<file path="config.mk">
export PLATFORM = sky130hd
export DESIGN_NAME = midi_track_event_parser
export DESIGN_NICKNAME = d
export VERILOG_FILES = /design/src/rtl/mtep_pkg.sv /design/src/rtl/mtep_in_stage.sv /design/src/rtl/mtep_core.sv /design/src/rtl/mtep_out_stage.sv /design/src/rtl/midi_track_event_parser.sv
export SDC_FILE = /design/constraint.sdc
export NUM_CORES = 1
export LEC_CHECK = 0
export ABC_AREA = 1
export BUFFER_PORTS_ARGS = -buffer_cell sky130_fd_sc_hd__clkbuf_2
export CAP_MARGIN = 20
export CORE_MARGIN = 2
export CORE_UTILIZATION = 50
export CTS_BUF_LIST = sky130_fd_sc_hd__clkbuf_2 sky130_fd_sc_hd__clkbuf_4 sky130_fd_sc_hd__clkbuf_8
export DETAILED_ROUTE_END_ITERATION = 10
export PLACE_DENSITY = 0.77
export SETUP_SLACK_MARGIN = 0.3
export SLEW_MARGIN = 20
export SYNTH_ARGS = -nofsm -noshare
export SYNTH_HDL_FRONTEND = slang
export SYNTH_SLANG_ARGS = --single-unit
export TNS_END_PERCENT = 5
</file>
<file path="constraint.sdc">
create_clock -name i_clk -period 5.84 [get_ports i_clk]
set_input_delay 1.168 -clock i_clk [delete_from_list [all_inputs] [get_ports i_clk]]
set_output_delay 1.168 -clock i_clk [all_outputs]
set_load 0.02 [all_outputs]
</file>
<file path="src/rtl/mtep_pkg.sv">
// Shared types and codes for the MIDI track event parser.
package mtep_pkg;

    typedef struct packed {
        logic [7:0]  data_byte;
        logic        track_start;
        logic [15:0] track_number;
    } t_in_item;

    typedef struct packed {
        logic [1:0]  kind;
        logic [15:0] track_id;
        logic [31:0] tick_time;
        logic [6:0]  note_key;
        logic [6:0]  note_velocity;
        logic [23:0] slowest_tempo;
    } t_out_item;

    // One item presented to the parse core, with its go signal.
    typedef struct packed {
        logic     fire;
        t_in_item item;
    } t_step;

    typedef enum logic [3:0] {
        PH_DELTA  = 4'd0,
        PH_STATUS = 4'd1,
        PH_DATA1  = 4'd2,
        PH_DATA2  = 4'd3,
        PH_MTYPE  = 4'd4,
        PH_MLEN   = 4'd5,
        PH_SKIP   = 4'd6,
        PH_FIXLEN = 4'd7,
        PH_TEMPO  = 4'd8,
        PH_ENDED  = 4'd9
    } t_phase;

    localparam logic [1:0] KIND_NOTE  = 2'd0;
    localparam logic [1:0] KIND_TEMPO = 2'd1;
    localparam logic [1:0] KIND_END   = 2'd2;
    localparam logic [1:0] KIND_ERROR = 2'd3;

    localparam logic [7:0] STATUS_META  = 8'hff;
    localparam logic [7:0] META_TEXT_HI = 8'h07;
    localparam logic [7:0] META_SEQ_SP  = 8'h7f;
    localparam logic [7:0] META_CH_PFX  = 8'h20;
    localparam logic [7:0] META_PORT    = 8'h21;
    localparam logic [7:0] META_EOT     = 8'h2f;
    localparam logic [7:0] META_TEMPO   = 8'h51;
    localparam logic [7:0] META_TIMESIG = 8'h58;
    localparam logic [7:0] META_KEYSIG  = 8'h59;

    localparam logic [3:0] MSG_NOTE_OFF  = 4'h8;
    localparam logic [3:0] MSG_NOTE_ON   = 4'h9;
    localparam logic [3:0] MSG_PROGRAM   = 4'hc;
    localparam logic [3:0] MSG_CH_PRESS  = 4'hd;
    localparam logic [3:0] MSG_SYSTEM    = 4'hf;

    localparam logic [23:0] TEMPO_NONE = 24'hffffff;

endpackage

</file>
<file path="src/rtl/mtep_in_stage.sv">
// Input register of the MIDI track event parser.
module mtep_in_stage (
    input  logic              i_clk,
    input  logic              i_rst_n,
    input  logic              i_valid,
    output logic              o_stall,
    input  mtep_pkg::t_in_item i_item,
    input  logic              i_adv,
    output mtep_pkg::t_step   o_step
);
    import mtep_pkg::*;

    logic     r_valid;
    t_in_item r_item;
    logic     load;

    assign load    = !r_valid || i_adv;
    assign o_stall = !load;

    always_ff @(posedge i_clk) begin
        if (!i_rst_n) begin
            r_valid <= 1'b0;
        end else if (load) begin
            r_valid <= i_valid;
        end
    end

    always_ff @(posedge i_clk) begin
        if (load && i_valid) begin
            r_item <= i_item;
        end
    end

    assign o_step.fire = r_valid && i_adv;
    assign o_step.item = r_item;

endmodule

</file>
<file path="src/rtl/mtep_core.sv">
// Parse state and per-byte decode of the MIDI track event parser.
module mtep_core (
    input  logic               i_clk,
    input  logic               i_rst_n,
    input  mtep_pkg::t_step    i_step,
    output logic               o_emit,
    output mtep_pkg::t_out_item o_result
);
    import mtep_pkg::*;

    t_phase      r_phase,     n_phase,     s_phase;
    logic [27:0] r_len_accum, n_len_accum, s_len_accum;
    logic [2:0]  r_len_bytes, n_len_bytes, s_len_bytes;
    logic [31:0] r_time,      n_time,      s_time;
    logic [7:0]  r_run,       n_run,       s_run;
    logic [6:0]  r_key,       n_key,       s_key;
    logic [27:0] r_skip,      n_skip,      s_skip;
    logic [7:0]  r_meta,      n_meta,      s_meta;
    logic [23:0] r_tempo,     n_tempo,     s_tempo;
    logic [23:0] r_min_tempo, n_min_tempo;
    logic        r_halted,    n_halted,    s_halted;

    logic [7:0]  b;
    logic        start;
    logic [27:0] v_accum;
    logic [2:0]  v_bytes;
    logic        v_done;
    logic        v_err;
    logic [27:0] skip_dec;
    logic [23:0] tempo_shift;
    logic [3:0]  msg;
    logic        emit;
    logic [1:0]  kind;
    logic [6:0]  out_key;
    logic [6:0]  out_vel;

    assign b     = i_step.item.data_byte;
    assign start = i_step.item.track_start;

    always_comb begin
        // A track start clears the parse before this byte is decoded.
        s_phase     = start ? PH_DELTA : r_phase;
        s_len_accum = start ? '0 : r_len_accum;
        s_len_bytes = start ? '0 : r_len_bytes;
        s_time      = start ? '0 : r_time;
        s_run       = start ? '0 : r_run;
        s_key       = start ? '0 : r_key;
        s_skip      = start ? '0 : r_skip;
        s_meta      = start ? '0 : r_meta;
        s_tempo     = start ? '0 : r_tempo;
        s_halted    = start ? 1'b0 : r_halted;

        v_accum     = {s_len_accum[20:0], b[6:0]};
        v_bytes     = 3'(s_len_bytes + 3'd1);
        v_done      = !b[7];
        v_err       = b[7] && (v_bytes >= 3'd4);
        skip_dec    = 28'(s_skip - 28'd1);
        tempo_shift = {s_tempo[15:0], b};
        msg         = s_run[7:4];

        n_phase     = s_phase;
        n_len_accum = s_len_accum;
        n_len_bytes = s_len_bytes;
        n_time      = s_time;
        n_run       = s_run;
        n_key       = s_key;
        n_skip      = s_skip;
        n_meta      = s_meta;
        n_tempo     = s_tempo;
        n_min_tempo = r_min_tempo;
        n_halted    = s_halted;
        emit        = 1'b0;
        kind        = KIND_ERROR;
        out_key     = '0;
        out_vel     = '0;

        if (!s_halted && s_phase != PH_ENDED) begin
            case (s_phase)
                PH_DELTA: begin
                    n_len_accum = v_accum;
                    n_len_bytes = v_bytes;
                    if (v_err) begin
                        emit     = 1'b1;
                        n_halted = 1'b1;
                    end else if (v_done) begin
                        n_time      = s_time + {4'd0, v_accum};
                        n_len_accum = '0;
                        n_len_bytes = '0;
                        n_phase     = PH_STATUS;
                    end
                end
                PH_STATUS, PH_DATA1: begin
                    if (s_phase == PH_STATUS && b == STATUS_META) begin
                        n_run   = '0;
                        n_phase = PH_MTYPE;
                    end else if (s_phase == PH_STATUS && b[7]) begin
                        if (b[7:4] == MSG_SYSTEM) begin
                            emit     = 1'b1;
                            n_halted = 1'b1;
                        end else begin
                            n_run   = b;
                            n_phase = PH_DATA1;
                        end
                    end else if (b[7] || (s_phase == PH_STATUS && !s_run[7])) begin
                        // Bad data byte, or data with no running status.
                        emit     = 1'b1;
                        n_halted = 1'b1;
                    end else if (msg == MSG_PROGRAM || msg == MSG_CH_PRESS) begin
                        n_phase = PH_DELTA;
                    end else begin
                        n_key   = b[6:0];
                        n_phase = PH_DATA2;
                    end
                end
                PH_DATA2: begin
                    if (b[7]) begin
                        emit     = 1'b1;
                        n_halted = 1'b1;
                    end else begin
                        n_phase = PH_DELTA;
                        if (msg == MSG_NOTE_OFF || msg == MSG_NOTE_ON) begin
                            emit    = 1'b1;
                            kind    = KIND_NOTE;
                            out_key = s_key;
                            out_vel = b[6:0];
                        end
                    end
                end
                PH_MTYPE: begin
                    n_meta = b;
                    if (b <= META_TEXT_HI || b == META_SEQ_SP) begin
                        n_len_accum = '0;
                        n_len_bytes = '0;
                        n_phase     = PH_MLEN;
                    end else if (b == META_CH_PFX || b == META_PORT || b == META_EOT
                            || b == META_TEMPO || b == META_TIMESIG || b == META_KEYSIG) begin
                        n_phase = PH_FIXLEN;
                    end else begin
                        emit     = 1'b1;
                        n_halted = 1'b1;
                    end
                end
                PH_MLEN: begin
                    n_len_accum = v_accum;
                    n_len_bytes = v_bytes;
                    if (v_err) begin
                        emit     = 1'b1;
                        n_halted = 1'b1;
                    end else if (v_done) begin
                        n_len_accum = '0;
                        n_len_bytes = '0;
                        n_skip      = v_accum;
                        n_phase     = (v_accum == '0) ? PH_DELTA : PH_SKIP;
                    end
                end
                PH_SKIP: begin
                    n_skip = skip_dec;
                    if (skip_dec == '0) begin
                        n_phase = PH_DELTA;
                    end
                end
                PH_FIXLEN: begin
                    if (s_meta == META_CH_PFX || s_meta == META_PORT) begin
                        n_skip  = 28'd1;
                        n_phase = PH_SKIP;
                    end else if (s_meta == META_EOT && b == 8'd0) begin
                        n_phase = PH_ENDED;
                        emit    = 1'b1;
                        kind    = KIND_END;
                    end else if (s_meta == META_TEMPO && b == 8'd3) begin
                        n_tempo     = '0;
                        n_len_bytes = '0;
                        n_phase     = PH_TEMPO;
                    end else if (s_meta == META_TIMESIG && b == 8'd4) begin
                        n_skip  = 28'd4;
                        n_phase = PH_SKIP;
                    end else if (s_meta == META_KEYSIG && b == 8'd2) begin
                        n_skip  = 28'd2;
                        n_phase = PH_SKIP;
                    end else begin
                        emit     = 1'b1;
                        n_halted = 1'b1;
                    end
                end
                PH_TEMPO: begin
                    n_tempo     = tempo_shift;
                    n_len_bytes = v_bytes;
                    if (v_bytes >= 3'd3) begin
                        n_len_bytes = '0;
                        if (tempo_shift < r_min_tempo) begin
                            n_min_tempo = tempo_shift;
                        end
                        n_phase = PH_DELTA;
                        emit    = 1'b1;
                        kind    = KIND_TEMPO;
                    end
                end
                default: begin
                    n_phase = PH_ENDED;
                end
            endcase
        end

        o_emit                 = emit;
        o_result.kind          = kind;
        o_result.track_id      = i_step.item.track_number;
        o_result.tick_time     = n_time;
        o_result.note_key      = out_key;
        o_result.note_velocity = out_vel;
        o_result.slowest_tempo = n_min_tempo;
    end

    always_ff @(posedge i_clk) begin
        if (!i_rst_n) begin
            r_phase     <= PH_DELTA;
            r_len_accum <= '0;
            r_len_bytes <= '0;
            r_time      <= '0;
            r_run       <= '0;
            r_key       <= '0;
            r_skip      <= '0;
            r_meta      <= '0;
            r_tempo     <= '0;
            r_min_tempo <= TEMPO_NONE;
            r_halted    <= 1'b0;
        end else if (i_step.fire) begin
            r_phase     <= n_phase;
            r_len_accum <= n_len_accum;
            r_len_bytes <= n_len_bytes;
            r_time      <= n_time;
            r_run       <= n_run;
            r_key       <= n_key;
            r_skip      <= n_skip;
            r_meta      <= n_meta;
            r_tempo     <= n_tempo;
            r_min_tempo <= n_min_tempo;
            r_halted    <= n_halted;
        end
    end

    // An error result always leaves the parser halted.
    a_err_halts: assert property (@(posedge i_clk) disable iff (!i_rst_n)
        (i_step.fire && o_emit && o_result.kind == KIND_ERROR) |=> r_halted)
        else $error("error result without halt");

    // Halted parser stays silent until a track start.
    a_halt_silent: assert property (@(posedge i_clk) disable iff (!i_rst_n)
        (i_step.fire && r_halted && !i_step.item.track_start) |-> !o_emit)
        else $error("result while halted");

    // Slowest tempo never increases except at reset.
    a_tempo_mono: assert property (@(posedge i_clk) disable iff (!i_rst_n)
        $past(i_rst_n) |-> (r_min_tempo <= $past(r_min_tempo)))
        else $error("slowest tempo increased");

endmodule

</file>
<file path="src/rtl/mtep_out_stage.sv">
// Result register of the MIDI track event parser.
module mtep_out_stage (
    input  logic                i_clk,
    input  logic                i_rst_n,
    input  logic                i_fire,
    input  logic                i_emit,
    input  mtep_pkg::t_out_item i_result,
    output logic                o_adv,
    output logic                o_valid,
    input  logic                i_stall,
    output mtep_pkg::t_out_item o_item
);
    import mtep_pkg::*;

    logic      r_valid;
    t_out_item r_item;

    // Free when empty or when the held result leaves this cycle.
    assign o_adv = !r_valid || !i_stall;

    always_ff @(posedge i_clk) begin
        if (!i_rst_n) begin
            r_valid <= 1'b0;
        end else if (o_adv) begin
            r_valid <= i_fire && i_emit;
        end
    end

    always_ff @(posedge i_clk) begin
        if (o_adv && i_fire && i_emit) begin
            r_item <= i_result;
        end
    end

    assign o_valid = r_valid;
    assign o_item  = r_item;

endmodule

</file>
<file path="src/rtl/midi_track_event_parser.sv">
// Top level of the MIDI track event parser: input register, parse core, result register.
//
// Usage:
//   Input channel (i_in_valid / o_in_stall / i_in_item) carries one track byte per
//   item with its track_start flag and track number. Output channel (o_out_valid /
//   i_out_stall / o_out_item) carries at most one result per byte: a note, a tempo
//   update, end of track or a parse error. An item moves when valid is high and stall
//   is low at a rising edge.
//   Throughput is one byte per cycle while the receiver does not stall; the parse core
//   decodes a byte combinationally from the input register into the result register.
//   An accepted byte waits in the input register until the result register is free,
//   and its result is then loaded into the result register, which drives the output.
//   When the receiver stalls while a result is held, the core stops and the input
//   register holds one more byte; o_in_stall rises only then.
//   Reset (i_rst_n low, synchronous) empties both registers, returns the parse to
//   waiting for a delta time and sets the slowest tempo to all ones. A track start
//   clears time, running status and parse but keeps the slowest tempo.
module midi_track_event_parser (
    input  logic                i_clk,
    input  logic                i_rst_n,
    input  logic                i_in_valid,
    output logic                o_in_stall,
    input  mtep_pkg::t_in_item  i_in_item,
    output logic                o_out_valid,
    input  logic                i_out_stall,
    output mtep_pkg::t_out_item o_out_item
);
    import mtep_pkg::*;

    t_step     step;
    logic      adv;
    logic      emit;
    t_out_item result;

    // Hold the next byte while the core waits on the result register.
    mtep_in_stage u_in (
        .i_clk   (i_clk),
        .i_rst_n (i_rst_n),
        .i_valid (i_in_valid),
        .o_stall (o_in_stall),
        .i_item  (i_in_item),
        .i_adv   (adv),
        .o_step  (step)
    );

    // Decode one byte per fire and advance the track state.
    mtep_core u_core (
        .i_clk    (i_clk),
        .i_rst_n  (i_rst_n),
        .i_step   (step),
        .o_emit   (emit),
        .o_result (result)
    );

    // Capture the result; free means the core may advance.
    mtep_out_stage u_out (
        .i_clk    (i_clk),
        .i_rst_n  (i_rst_n),
        .i_fire   (step.fire),
        .i_emit   (emit),
        .i_result (result),
        .o_adv    (adv),
        .o_valid  (o_out_valid),
        .i_stall  (i_out_stall),
        .o_item   (o_out_item)
    );

endmodule
</file>
==> reports/summary.txt <==
mux contribution to synthesized area: 0
first-pass GRT wire length: 72700 um
top-count cell post-synth: nand2_1
All-Layer GR Usage: 0.270
most common library cells after synthesis: nand2_1, inv_1, a21oi_1, nor2_1, o21ai_0
vias per cell: 5.69
count of cell types in the netlist: 58
TritonCTS Buffers: 44
CP arrival: 4.11 ns
Lkg Pwr: 0.00766 uW
Starting Density: 0.511
Die Width: 181 um
routed wire length per instance: 17.0 um
fraction of layout cells with a size suffix above 1: 0.127
post-synthesis xor/xnor area fraction: 0.0133
number of antenna violations at the first check in global routing: 0
post-synthesis async set-or-reset flop share: 0
YS warnings: 0
largest net degree at the start of global routing: 93
Starting DRT DRC Count: 1110
HP Class: flop to flop
Clock Skew: 0.0320 ns
Max VDD drop: 0.000212 V
Slew HR: 0.291
largest family of logic cells by synthesized area: simple AND/OR/NAND/NOR gates
PD cells: 256 mW/mm2
final worst path period share: 0.656
critical path required time: 6.11 ns
Placer Congestion: 0.956
Die H: 181 um
Syn Area/Cell: 7.30 um2
port bufs: 118
Clk Latency, worst-skew pair: 0.58 ns
EDFF count, synth: 113
Rows: 64
Yosys reg bits: 262
Synth Instances: 2153
Max Slew Vio Count: 0
kind of start point of the critical path: flop
Max Clock Freq: 261 MHz
die area: 0.0329 mm2
Core Box Area: 0.0307 mm2
Final Hold Fails: 0
top area cells in the synthesized netlist: edfxtp_1, dfxtp_1, nand2_1
Final min period: 3.83 ns
WP buf/inv: 3
Max FO, Critical Path: 44
Worst setup EP type: flop
Final ANT Viol Nets: 0
Clock Pin Slew Worst Setup and Hold Paths: 0.07 ns
pre-CTS setup slack: 2.01 ns
Setup CP Type: flop to flop
post-synthesis cell area: 0.0157 mm2
setup ws final: 2.01 ns
HPWL Detailed: 30800 um
total congestion overflow: 0
Area Growth Syn to Fin: 10.4%
sequential area share after synthesis: 0.406
setup TNS: 0 ns
vias in the first global route: 14.5k
Overall Power: 4450 uW
adder-cell share of the synthesized area: 0.0451
# fillers: 2935
clock root buffer: clkbuf_8
ANT cells: 0
top_reg_cell synth: dfxtp_1
post-synth top area share: 0.216
RSZ-0062 raised after global routing: false
number of setup violations in the final report: 0
flop-to-flop setup slack: 2.01 ns
PostCTS Resize Cnt: 0
most used cell, CP: o21ai_0
DP Cell Count: 2574
H-tree depth: 2
Post-Synth Simple-Gate Area: 0.219
max-cap viol count: 0
Worst Tran Pin Value: 1.06 ns
final wirelength: 45100 um
crit path cell chain: buf_4 > buf_4 > nor2_1 > ha_1 > inv_1 > o21ai_0 > a21oi_1 > o21ai_0 > a221oi_1 > nand3b_1 > nand3_1 > o21ai_0
CTS tree: built
Finished Layout Cells: 2654
CP delay by family, top: buffers and inverters
Nets: 2309
worst stage delay on the critical path: 0.52 ns
CTS Sinks: 262
cts hold-fix bufs: 0
DRC violations left: 0
Mapped Nets: 2238
post-CTS setup buffer count: 0
cell taking the most area after synthesis: edfxtp_1
Compound-Gate Fraction of Synth Area: 0.210
status: complete, no violations
TritonRoute pass-1 iters: 5
Crit-path slowest cell: buf_4
tightest hold margin: 0.412 ns
IO Pins: 119
CTS max path bufs: 3
via count: 15.1k
==> placed cells by master, fill, tap and decap left out, drive strengths merged, types with 16 or more instances in the layout <==
cell type / instances
clkbuf: 182
nand2: 455
a31oi: 23
edfxtp: 113
nor3: 21
dfxtp: 149
nand4: 29
ha: 55
a21oi: 222
a221oi: 34
xor2: 18
clkinv: 16
inv: 310
nor2: 230
o21ai: 218
o211ai: 18
o22ai: 31
nand3: 61
==> final cells by class <==
type                    instances  area [um2]  share of cell area
flip-flops and latches        262        6380               0.368
repair buffers                132         699              0.0403
inverters                     312        1180              0.0679
multi-input cells            1472        7680               0.443
clock buffers                  64         781              0.0450
clock inverters                16         140             0.00808
well taps                     396         495              0.0286
==> cell families (layout without fill, tap and decap cells) <==
family,count (synthesis),in the layout
compound gates,581,581
xor+xnor,23,23
fa+ha+maj,56,56
buf+inv,419,524
flops,262,262
simple gates,812,812
==> stage by stage <==
stage	area, um2	utilization
2_1_floorplan	15700	-
3_3_place_gp	16400	0.534
3_5_place_dp	16400	0.534
4_1_cts	17300	0.564
5_1_grt	17300	0.564
6_report	17300	0.564
==> power by group <==
| group | switching (uW) | total (uW) | internal (uW) |
|---|---|---|---|
| Clock | 763 | 1720 | 953 |
| Sequential | 49.1 | 2050 | 2000 |
| Combinational | 477 | 676 | 199 |
==> worst paths after layout <==
check                                     start                to  cells past startpoint
worst max-delay path            u_in.o_step[16]  u_out.o_item[63]                     12
worst min-delay path            u_in.o_step[15]  u_out.o_item[85]                      0
worst max register to register  u_in.o_step[16]  u_out.o_item[63]                     12
worst min register to register  u_in.o_step[15]  u_out.o_item[85]                      0
==> sequential cells by signal, summed over array words and instances (netlist names), 8 cells and up <==
name / flops
u_out.o_item: 88
u_core.r_time: 32
u_core.r_skip: 28
u_core.r_min_tempo: 24
u_core.r_meta: 8
u_core.r_tempo: 16
u_in.o_step: 25
u_core.r_len_accum: 21
==> layer usage <==
layer	GRT usage	vias to the layer above	wire, um
met1	0.344	7031	19400
li1	-	7378	-
met2	0.450	576	20700
met5	0	-	0
met3	0.0488	111	3260
met4	0.116	0	1720
Note: power is estimated with default switching activity, not from simulation.
